`src/rtl/lbps_pkg.sv`:
```
// Package for the LED blink priority scheduler: sizes, request codes, per-LED state types.
`default_nettype none
package lbps_pkg;

    localparam int NUM_LEDS = 16;
    localparam int LED_IW   = (NUM_LEDS > 1) ? $clog2(NUM_LEDS) : 1;
    localparam int OUT_LEDS = 16;

    localparam logic [15:0] FOREVER_LOOPS = 16'hFFFF;

    typedef enum logic [1:0] {
        REQ_TICK   = 2'd0,
        REQ_START  = 2'd1,
        REQ_STOP   = 2'd2,
        REQ_ENABLE = 2'd3
    } t_req;

    typedef struct packed {
        logic [7:0]  prio;
        logic [15:0] on;
        logic [15:0] off;
        logic [15:0] loops;
    } t_pat;

    typedef struct packed {
        logic        valid;
        logic        level;
        logic        enabled;
        logic        saved;
        logic        bak_valid;
        logic        bak_saved;
        t_pat        act;
        t_pat        bak;
        logic [16:0] phase;
    } t_led;

endpackage
`default_nettype wire

```
`src/rtl/led_blink_priority_scheduler.sv`:
```
// Top level of the LED blink priority scheduler: request sequencer, LED state store, output word.
// Tick word: captured, then walked one LED per cycle through the shared step unit,
//   then the result is posted to the output word.
// Start, stop and enable words: capture, one LED update, post.
// One word in flight; the next is accepted once the sequencer is back in idle.
// Synchronous active-low reset: all patterns inactive, no backups, all LEDs enabled and dark.
`default_nettype none
module led_blink_priority_scheduler
    import lbps_pkg::*;
(
    input  wire         i_clk,
    input  wire         i_rst_n,
    input  wire         i_s_tvalid,
    output logic        o_s_tready,
    // led_index[3:0], priority_req[11:4], on_time[27:12], off_time[43:28],
    // loop_count[59:44], enable_value[60], zero[63:61]
    input  wire  [63:0] i_s_tdata,
    // req_type[1:0]
    input  wire  [1:0]  i_s_tuser,
    output logic        o_m_tvalid,
    input  wire         i_m_tready,
    // led_levels[15:0], active_mask[31:16]
    output logic [31:0] o_m_tdata
);

    typedef enum logic [1:0] {
        S_IDLE,
        S_WALK,
        S_REQ,
        S_FIN
    } t_state;

    localparam logic [LED_IW-1:0] LAST_LED = LED_IW'(NUM_LEDS - 1);

    t_state            r_state;
    logic [LED_IW-1:0] r_addr;
    t_req              r_req;
    t_pat              r_new;
    logic              r_en_val;
    logic              r_in_range;
    logic              r_out_valid;
    logic [31:0]       r_out_data;

    logic [NUM_LEDS-1:0] r_act_valid;
    logic [NUM_LEDS-1:0] r_level;
    logic [NUM_LEDS-1:0] r_enabled;
    logic [NUM_LEDS-1:0] r_saved;
    logic [NUM_LEDS-1:0] r_bak_valid;
    logic [NUM_LEDS-1:0] r_bak_saved;
    t_pat                r_act_pat [NUM_LEDS];
    t_pat                r_bak_pat [NUM_LEDS];
    logic [16:0]         r_phase   [NUM_LEDS];

    t_led  rd_st;
    t_led  unit_in;
    t_led  unit_out;
    t_led  wr_st;
    t_led  ld_st;
    logic  unit_incr;
    logic  unit_wrap;
    logic  we;
    logic  accept;
    logic  push;
    logic  ignore;
    logic  [OUT_LEDS-1:0] levels;
    logic  [OUT_LEDS-1:0] active;

    assign accept     = i_s_tvalid && o_s_tready;
    assign o_s_tready = (r_state == S_IDLE);
    assign o_m_tvalid = r_out_valid;
    assign o_m_tdata  = r_out_data;

    always_comb begin
        rd_st.valid     = r_act_valid[r_addr];
        rd_st.level     = r_level[r_addr];
        rd_st.enabled   = r_enabled[r_addr];
        rd_st.saved     = r_saved[r_addr];
        rd_st.bak_valid = r_bak_valid[r_addr];
        rd_st.bak_saved = r_bak_saved[r_addr];
        rd_st.act       = r_act_pat[r_addr];
        rd_st.bak       = r_bak_pat[r_addr];
        rd_st.phase     = r_phase[r_addr];
    end

    lbps_step u_step (
        .i_st   (unit_in),
        .i_incr (unit_incr),
        .i_wrap (unit_wrap),
        .o_st   (unit_out)
    );

    assign push   = rd_st.valid && (r_new.prio > rd_st.act.prio);
    assign ignore = rd_st.valid && (r_new.prio < rd_st.act.prio);

    always_comb begin
        ld_st = rd_st;
        if (push) begin
            ld_st.bak_valid = 1'b1;
            ld_st.bak       = rd_st.act;
            ld_st.bak_saved = rd_st.saved;
        end else begin
            ld_st.saved = rd_st.level;
        end
        ld_st.valid = 1'b1;
        ld_st.act   = r_new;
        ld_st.phase = 17'd0;
    end

    always_comb begin
        unit_in   = rd_st;
        unit_incr = 1'b0;
        unit_wrap = 1'b0;
        wr_st     = rd_st;
        we        = 1'b0;
        case (r_state)
            S_WALK: begin
                we = 1'b1;
                if (!rd_st.enabled) begin
                    wr_st.level = 1'b0;
                    wr_st.valid = 1'b0;
                end else if (rd_st.valid) begin
                    unit_incr = 1'b1;
                    unit_wrap = 1'b1;
                    wr_st     = unit_out;
                end
            end
            S_REQ: begin
                unit_in = ld_st;
                if (r_in_range) begin
                    case (r_req)
                        REQ_START: begin
                            wr_st = ld_st;
                            we    = !ignore;
                            if (rd_st.enabled) begin
                                wr_st.level = unit_out.level;
                            end
                        end
                        REQ_STOP: begin
                            we          = 1'b1;
                            wr_st.valid = 1'b0;
                            wr_st.level = rd_st.saved;
                        end
                        REQ_ENABLE: begin
                            we            = 1'b1;
                            wr_st.enabled = r_en_val;
                        end
                        default: ;
                    endcase
                end
            end
            default: ;
        endcase
    end

    genvar gi;
    generate
        for (gi = 0; gi < OUT_LEDS; gi++) begin : g_out
            if (gi < NUM_LEDS) begin : g_led
                assign levels[gi] = r_level[gi];
                assign active[gi] = r_act_valid[gi];
            end else begin : g_none
                assign levels[gi] = 1'b0;
                assign active[gi] = 1'b0;
            end
        end
    endgenerate

    always_ff @(posedge i_clk) begin
        if (!i_rst_n) begin
            r_state     <= S_IDLE;
            r_addr      <= '0;
            r_out_valid <= 1'b0;
        end else begin
            if (r_out_valid && i_m_tready && r_state != S_FIN) begin
                r_out_valid <= 1'b0;
            end
            case (r_state)
                S_IDLE: begin
                    if (accept) begin
                        if (t_req'(i_s_tuser[1:0]) == REQ_TICK) begin
                            r_addr  <= '0;
                            r_state <= S_WALK;
                        end else begin
                            r_addr  <= LED_IW'(i_s_tdata[3:0]);
                            r_state <= S_REQ;
                        end
                    end
                end
                S_WALK: begin
                    r_addr <= r_addr + LED_IW'(1);
                    if (r_addr == LAST_LED) begin
                        r_state <= S_FIN;
                    end
                end
                S_REQ: begin
                    r_state <= S_FIN;
                end
                S_FIN: begin
                    if (!r_out_valid || i_m_tready) begin
                        r_out_valid <= 1'b1;
                        r_out_data  <= {active, levels};
                        r_state     <= S_IDLE;
                    end
                end
                default: begin
                    r_state <= S_IDLE;
                end
            endcase
        end
    end

    always_ff @(posedge i_clk) begin
        if (accept) begin
            r_req      <= t_req'(i_s_tuser[1:0]);
            r_new.prio <= i_s_tdata[11:4];
            r_new.on   <= i_s_tdata[27:12];
            r_new.off  <= i_s_tdata[43:28];
            r_new.loops <= (i_s_tdata[59:44] == 16'd0) ? 16'd1 : i_s_tdata[59:44];
            r_en_val   <= i_s_tdata[60];
            r_in_range <= (32'(i_s_tdata[3:0]) < 32'(NUM_LEDS));
        end
    end

    always_ff @(posedge i_clk) begin
        if (!i_rst_n) begin
            r_act_valid <= '0;
            r_level     <= '0;
            r_enabled   <= '1;
            r_saved     <= '0;
            r_bak_valid <= '0;
            r_bak_saved <= '0;
        end else if (we) begin
            r_act_valid[r_addr] <= wr_st.valid;
            r_level[r_addr]     <= wr_st.level;
            r_enabled[r_addr]   <= wr_st.enabled;
            r_saved[r_addr]     <= wr_st.saved;
            r_bak_valid[r_addr] <= wr_st.bak_valid;
            r_bak_saved[r_addr] <= wr_st.bak_saved;
        end
    end

    always_ff @(posedge i_clk) begin
        if (we) begin
            r_act_pat[r_addr] <= wr_st.act;
            r_bak_pat[r_addr] <= wr_st.bak;
            r_phase[r_addr]   <= wr_st.phase;
        end
    end

    a_one_word: assert property (@(posedge i_clk) disable iff (!i_rst_n)
        accept |=> !o_s_tready)
        else $error("second word accepted while one is in flight");

    a_walk_step: assert property (@(posedge i_clk) disable iff (!i_rst_n)
        (r_state == S_WALK && r_addr != LAST_LED) |=>
            (r_state == S_WALK && r_addr == $past(r_addr) + LED_IW'(1)))
        else $error("LED walk skipped or stopped early");

    a_post_from_fin: assert property (@(posedge i_clk) disable iff (!i_rst_n)
        $rose(o_m_tvalid) |-> $past(r_state == S_FIN))
        else $error("result posted outside the finish step");

    a_no_write_idle: assert property (@(posedge i_clk) disable iff (!i_rst_n)
        we |-> (r_state == S_WALK || r_state == S_REQ))
        else $error("LED state written while not processing a word");

endmodule
`default_nettype wire

```
`src/rtl/lbps_step.sv`:
```
// Shared per-LED pattern step: phase advance, level decision, wrap and backup resume.
`default_nettype none
module lbps_step
    import lbps_pkg::*;
(
    input  t_led i_st,
    input  logic i_incr,
    input  logic i_wrap,
    output t_led o_st
);

    logic [16:0] period;
    logic        wrapped;
    t_led        s;

    assign period = {1'b0, i_st.act.on} + {1'b0, i_st.act.off};

    always_comb begin
        s       = i_st;
        wrapped = 1'b0;
        if (i_incr) begin
            s.phase = s.phase + 17'd1;
        end
        if (s.phase == 17'd0 && s.act.on != 16'd0) begin
            s.level = 1'b1;
        end else if (s.phase == {1'b0, s.act.on} && s.act.off != 16'd0) begin
            s.level = 1'b0;
        end else if (i_wrap && s.phase >= period) begin
            wrapped = 1'b1;
            if (s.act.loops != FOREVER_LOOPS) begin
                s.act.loops = s.act.loops - 16'd1;
            end
            s.phase = 17'd0;
            if (s.act.loops == 16'd0) begin
                if (s.bak_valid) begin
                    s.act       = s.bak;
                    s.saved     = s.bak_saved;
                    s.bak_valid = 1'b0;
                end else begin
                    s.valid = 1'b0;
                    s.level = s.saved;
                end
            end
        end
        // after a wrap, redo the phase-0 level: lit if on != 0, dark if off != 0
        if (wrapped && s.valid) begin
            if (s.act.on != 16'd0) begin
                s.level = 1'b1;
            end else if (s.act.off != 16'd0) begin
                s.level = 1'b0;
            end
        end
        o_st = s;
    end

endmodule
`default_nettype wire
```
`config.mk`:
```
export PLATFORM = sky130hd
export DESIGN_NAME = led_blink_priority_scheduler
export DESIGN_NICKNAME = d
export VERILOG_FILES = /design/src/rtl/lbps_pkg.sv /design/src/rtl/led_blink_priority_scheduler.sv /design/src/rtl/lbps_step.sv
export SDC_FILE = /design/constraint.sdc
export NUM_CORES = 2
export LEC_CHECK = 0
export ABC_AREA = 1
export CAP_MARGIN = 20
export CORE_MARGIN = 5
export CORE_UTILIZATION = 40
export CTS_CLUSTER_SIZE = 25
export DETAILED_ROUTE_END_ITERATION = 12
export DONT_BUFFER_PORTS = 1
export PLACE_DENSITY = 0.59
export SLEW_MARGIN = 20
export SYNTH_ARGS = -nofsm -noshare
export SYNTH_HDL_FRONTEND = slang
export SYNTH_HIERARCHICAL = 1
export SYNTH_SLANG_ARGS = --single-unit
```
`constraint.sdc`:
```
create_clock -name i_clk -period 9 [get_ports i_clk]
set_clock_uncertainty 0.05 [all_clocks]
set_input_delay 1.35 -clock i_clk [delete_from_list [all_inputs] [get_ports i_clk]]
set_output_delay 1.35 -clock i_clk [all_outputs]
set_load 0.05 [all_outputs]
```
======== After elaboration in Yosys (flattened, before gate mapping) ========
Memories as Yosys holds them, arrays and structs flattened. A register that Yosys moved wholly into a read port is not among the register bits.
Cells that the tools add are included.
storage, ports and cells
  memories kept ........................... 3
  input bits .............................. 70
  register bits after elaboration ......... 194
  RAM bits ................................ 2064
  output and inout port bits .............. 34
memories
  memory     depth  width  read ports  clocked after Yosys merged registers in  wr ports  RTL line                            text
  r_act_pat  16     56     1           1                                        1         led_blink_priority_scheduler.sv:50  t_pat r_act_pat [NUM_LEDS];
  r_bak_pat  16     56     1           1                                        1         led_blink_priority_scheduler.sv:51  t_pat r_bak_pat [NUM_LEDS];
  r_phase    16     17     1           1                                        1         led_blink_priority_scheduler.sv:52  logic [16:0] r_phase [NUM_LEDS];
cells by class
  reduce and logical (&&, ||, !) cells .... 27
  multiplexer cells ....................... 89
  add/sub/neg operators ................... 4
  magnitude comparators ................... 5
  equality and inequality tests ........... 13
operators by type and width
  kind                   number
  $mux 56                6
  $mux 135               2
  $pmux 135 s2           1
  $mux 133               1
  $mux 132               1
  $bwmux 16              6
  $mux 17                4
  $mux 16                4
  $reduce_bool 16->1     4
  $logic_not 16->1       2
  $mux 2                 16
  $mux 4                 8
  $mux 1                 28
  $bmux 1 s4             6
  $add 16x16->17         1
  $add 17x1->17 const B  1
  $eq 17x16->1           1
  $ge 17x17->1           1
  $logic_not 17->1       1
  $ne 16x16->1 const B   1
  $sub 16x1->16 const B  1
  $logic_and 1x1->1      10
  $eq 2x2->1 const B     4
  $gt 8x8->1             1
  20 further kinds       27

======== Logic depth before layout (Yosys ltp) ========
  depth in word-level cells ............... 26
  depth in mapped cells ................... 56
  depth with buffers taken out ............ 51

======== Cells and area by module ========
Netlist, hierarchy kept.
modules (own cells, without submodules)
  module                        times used  cells each  area an instance (sq um)
  led_blink_priority_scheduler  1           7666        92374.8
  lbps_step                     1           841         4320.4

======== Worst setup path before layout ========
Ideal clock, no wire load.
  path type ............................... register -> register
  from .................................... register (tool-made name)
  to ...................................... memory r_act_pat[0][1] in the netlist's numbering, data pin
  path slack .............................. 2.596 ns
  arrival ................................. 5.968 ns
  setup time .............................. 0.386 ns
  period minus slack after synthesis ...... 6.404 ns
  cell stages (with the launch flop) ...... 43
  required time ........................... 8.564 ns
  path through ............................ dfxtp_1 -> buf_4 -> clkinv_2 -> buf_2 -> buf_2 -> clkbuf_1 -> nor2_1 -> o22ai_1 -> nand2_1 -> nand3_1 -> nand2_1 -> o21ai_0 -> ha_1 -> nand2_1 -> nor2_1 -> nand2_1 -> and3_1 -> o21ai_0 -> [7 not listed] -> nand2_1 -> xnor2_1 -> ha_1 -> nand2_1 -> nor2_1 -> and2_1 -> nand4_1 -> nand4_1 -> nand2_1 -> a21oi_4 -> buf_2 -> clkbuf_1 -> o211ai_1 -> a21oi_1 -> a21oi_1 -> a22o_1 -> nand2_1 -> o21ai_0
RTL lines
  element        RTL line
  end, declared  led_blink_priority_scheduler.sv:50

==> impl_metrics.ini <==
[critical_path]
crit_family = simple AND/OR/NAND/NOR gates
crit_buf_inv = 5
worstPathRequired_ps = 9760
crit_slowest_cell = buf_4
critical_path_class = flop to flop
start_kind = flop
critPathMaxStageDelay_ps = 580
end_kind = flop
critPathArrivalTime_ps = 9030
path_common_cell = nand2_1
crit_fanout = 67

[floorplanning]
die-area_um2 = 252000
rows = 180
coreArea_um2 = 241000
start_util_pct = 40.2
die_y_um = 502
io_pins = 104
die_w_um = 502

[logic_synthesis]
synth-edff-count = 2155
synth_top_area_share_pct = 66.9
syn_inst = 8507
synth_most_common_cell = edfxtp_1
syn_area_per_cell_um2 = 11.4
synth_ff_type = edfxtp_1
synth_top_cell_by_area = edfxtp_1
yosysWarnings = 6
yosys_register_bits = 2262
syn_nets = 8636
ys_seq_area_share_pct = 69.1
synthTopCellsByCount = edfxtp_1 (2155), nor2_1 (1450), o21ai_0 (1416), nand2_1 (1132), clkbuf_1 (423)
syn_area_um2 = 96700
synth_area_leaders = edfxtp_1 (67%), o21ai_0 (7.3%), nor2_1 (5.6%)
async_reset_ff_share_pct = 0
synth.distinct_cells = 53

[routing]
route.detailed.drc = 2
routed_wl_mm = 295
dr_total_vias = 67500
avgViaCountPerCell = 5.76
antenna_left = 0
wl_per_cell_um = 25.2
drt_iter0_markers = 7977
dr.pass1.iters = 12

[pwr]
p_leak_uw = 0.0369
p_total_uw = 39900
ir_worst_vdd_mv = 0.241
powerDensity_nw_per_um2 = 370

[final_layout]
multi_input_comb_area_um2 = 25700
nFillCells = 21800
area_delta_synth_final_pct = 11.5
final_nets = 8468
seq_area_um2 = 66900
utilization_pct = 44.8
layout-drive-gt1-share_pct = 7.57
final_cells = 11700

[sta]
drv_slew = 0
fin_crit_ps = 8270
setup_viol = 0
rsz0062_at_grt = false
fmax_ghz = 0.121
fin_tns_setup_ps = 0
hold_ws_ps = 381
fin_crit_sh_pct = 91.9
worst_pin_slew_ps = 1120
hold_viol = 0
relSlewSlack_pct = 24.7

[grt]
grt_max_degree = 200
grt_pass1_vias = 63300
antenna_found_initial = 20
grt_usage_pct = 22.7
overflow = 0
grt_pass1_wl_mm = 429

[clock_network]
cts.htree.levels = 4
tritoncts = done
clock_latency_ps = 890
root_buffer = clkbuf_16
clk_pin_slew_ps = 60
cts_sinks = 2262
cts_buffer_depth = 3
cts-buffers-inserted = 228

[place]
io_buffers = 0
dp.cells = 11300
dp_hpwl_mm = 162
routabilityCongestion = 0.912

[status]
violations = design-rule violations
status = finished with violations

[flow_run]
max-cap-violations = 0

[hold_path]
hold_path.class = flop to flop
==> cell usage in the layout, fill, tap and decap left out, drive strengths merged, types with 6 or more instances in the layout <==
master	instances
diode	7
nor2	1470
a22o	56
bufinv	21
o22ai	325
dfxtp	107
xnor2	9
a21oi	75
edfxtp	2155
a32o	22
ha	58
nand2	1149
nand3	256
buf	260
clkbuf	290
clkinv	90
nor4	6
nand4	52
o221ai	151
inv	326
o211ai	126
o21ai	1437
a31oi	6
xor2	14
o31ai	13
==> state kept, by name, summed over array words and instances (netlist names), named ones only <==
signal and cells:
r_act_pat 896, r_bak_pat 896, r_phase 272, ld_st 56, o_m_tdata 32, active 16, levels 16, r_bak_saved 16
r_bak_valid 16, r_enabled 16, r_saved 16, r_addr 4, r_req 2, r_state 2, o_m_tvalid 1, r_en_val 1
==> worst register-to-register path, delay by kind of cell (launching register included) <==
kind | cells | cell delay [ps]
AO/OA/AOI/OAI | 10 | 1950
AND/OR/NAND/NOR | 32 | 3470
flip-flops | 1 | 460
adder cells (fa/ha/maj) | 2 | 630
buffers and inverters | 5 | 1660
==> metal layers <==
| layer | track usage (%) | part of all wire (%) |
|---|---|---|
| met5 | 0 | 0.0044 |
| met3 | 3.52 | 8.1 |
| met1 | 31.0 | 41 |
| met4 | 9.82 | 4.4 |
| met2 | 36.3 | 46 |
==> metrics by stage <==
stage / setup slack (ps) / cell area (µm²)
global route: 141 / 108000
detailed placement: 832 / 100000
floorplan: 2600 / 96700
CTS: 782 / 108000
global placement: 829 / 100000
finish: 730 / 108000
==> repair_timing <==
action | in CTS | in global routing
gates resized for setup | 0 | 0
endpoints found under the setup margin | 0 | 15
setup buffers | 0 | 1
hold buffers | 0 | 0
==> logic make-up (layout without fill, tap and decap cells) <==
| kind of cell | Yosys count | after routing | share of synthesized area, % |
|---|---|---|---|
| and+or+nand+nor | 2948 | 2948 | 12.1 |
| DFF | 2262 | 2262 | 69.1 |
| AOI/OAI and AO/OA | 2232 | 2232 | 13.4 |
| buffers and inverters | 978 | 991 | 4.34 |
| adders and majority gates | 59 | 59 | 0.771 |
| xor gates and xnor gates | 23 | 23 | 0.208 |
| muxes | 5 | 5 | 0.0518 |
| other | 0 | 7 | 0 |
==> power by group <==
| group | internal (µW) | leakage, µW | switching, µW |
|---|---|---|---|
| Combinational | 3980 | 0.0129 | 11300 |
| Clock | 5320 | 0.00354 | 4020 |
| Sequential | 15000 | 0.0204 | 232 |
==> cell type report <==
type                       count  area share (%)
tap                         3185            3.70
antenna                        7          0.0162
multi-input combinational   5267            23.8
sequential                  2262            62.0
clock buffer                 290            5.58
timing repair buffer         260            2.37
inverter                     320            1.26
clock inverter               121            1.20
==> path summary, 6_finish.rpt <==
path | startpoint | to | slack [ps] | cells after the start
setup reg to reg | flop | levels[15] | 730 | 49
hold / removal | active[11] | o_m_tdata[27] | 380 | 0
setup / recovery | flop | levels[15] | 730 | 49
hold reg to reg | active[11] | o_m_tdata[27] | 380 | 0
(Power assumes the default switching activity.)
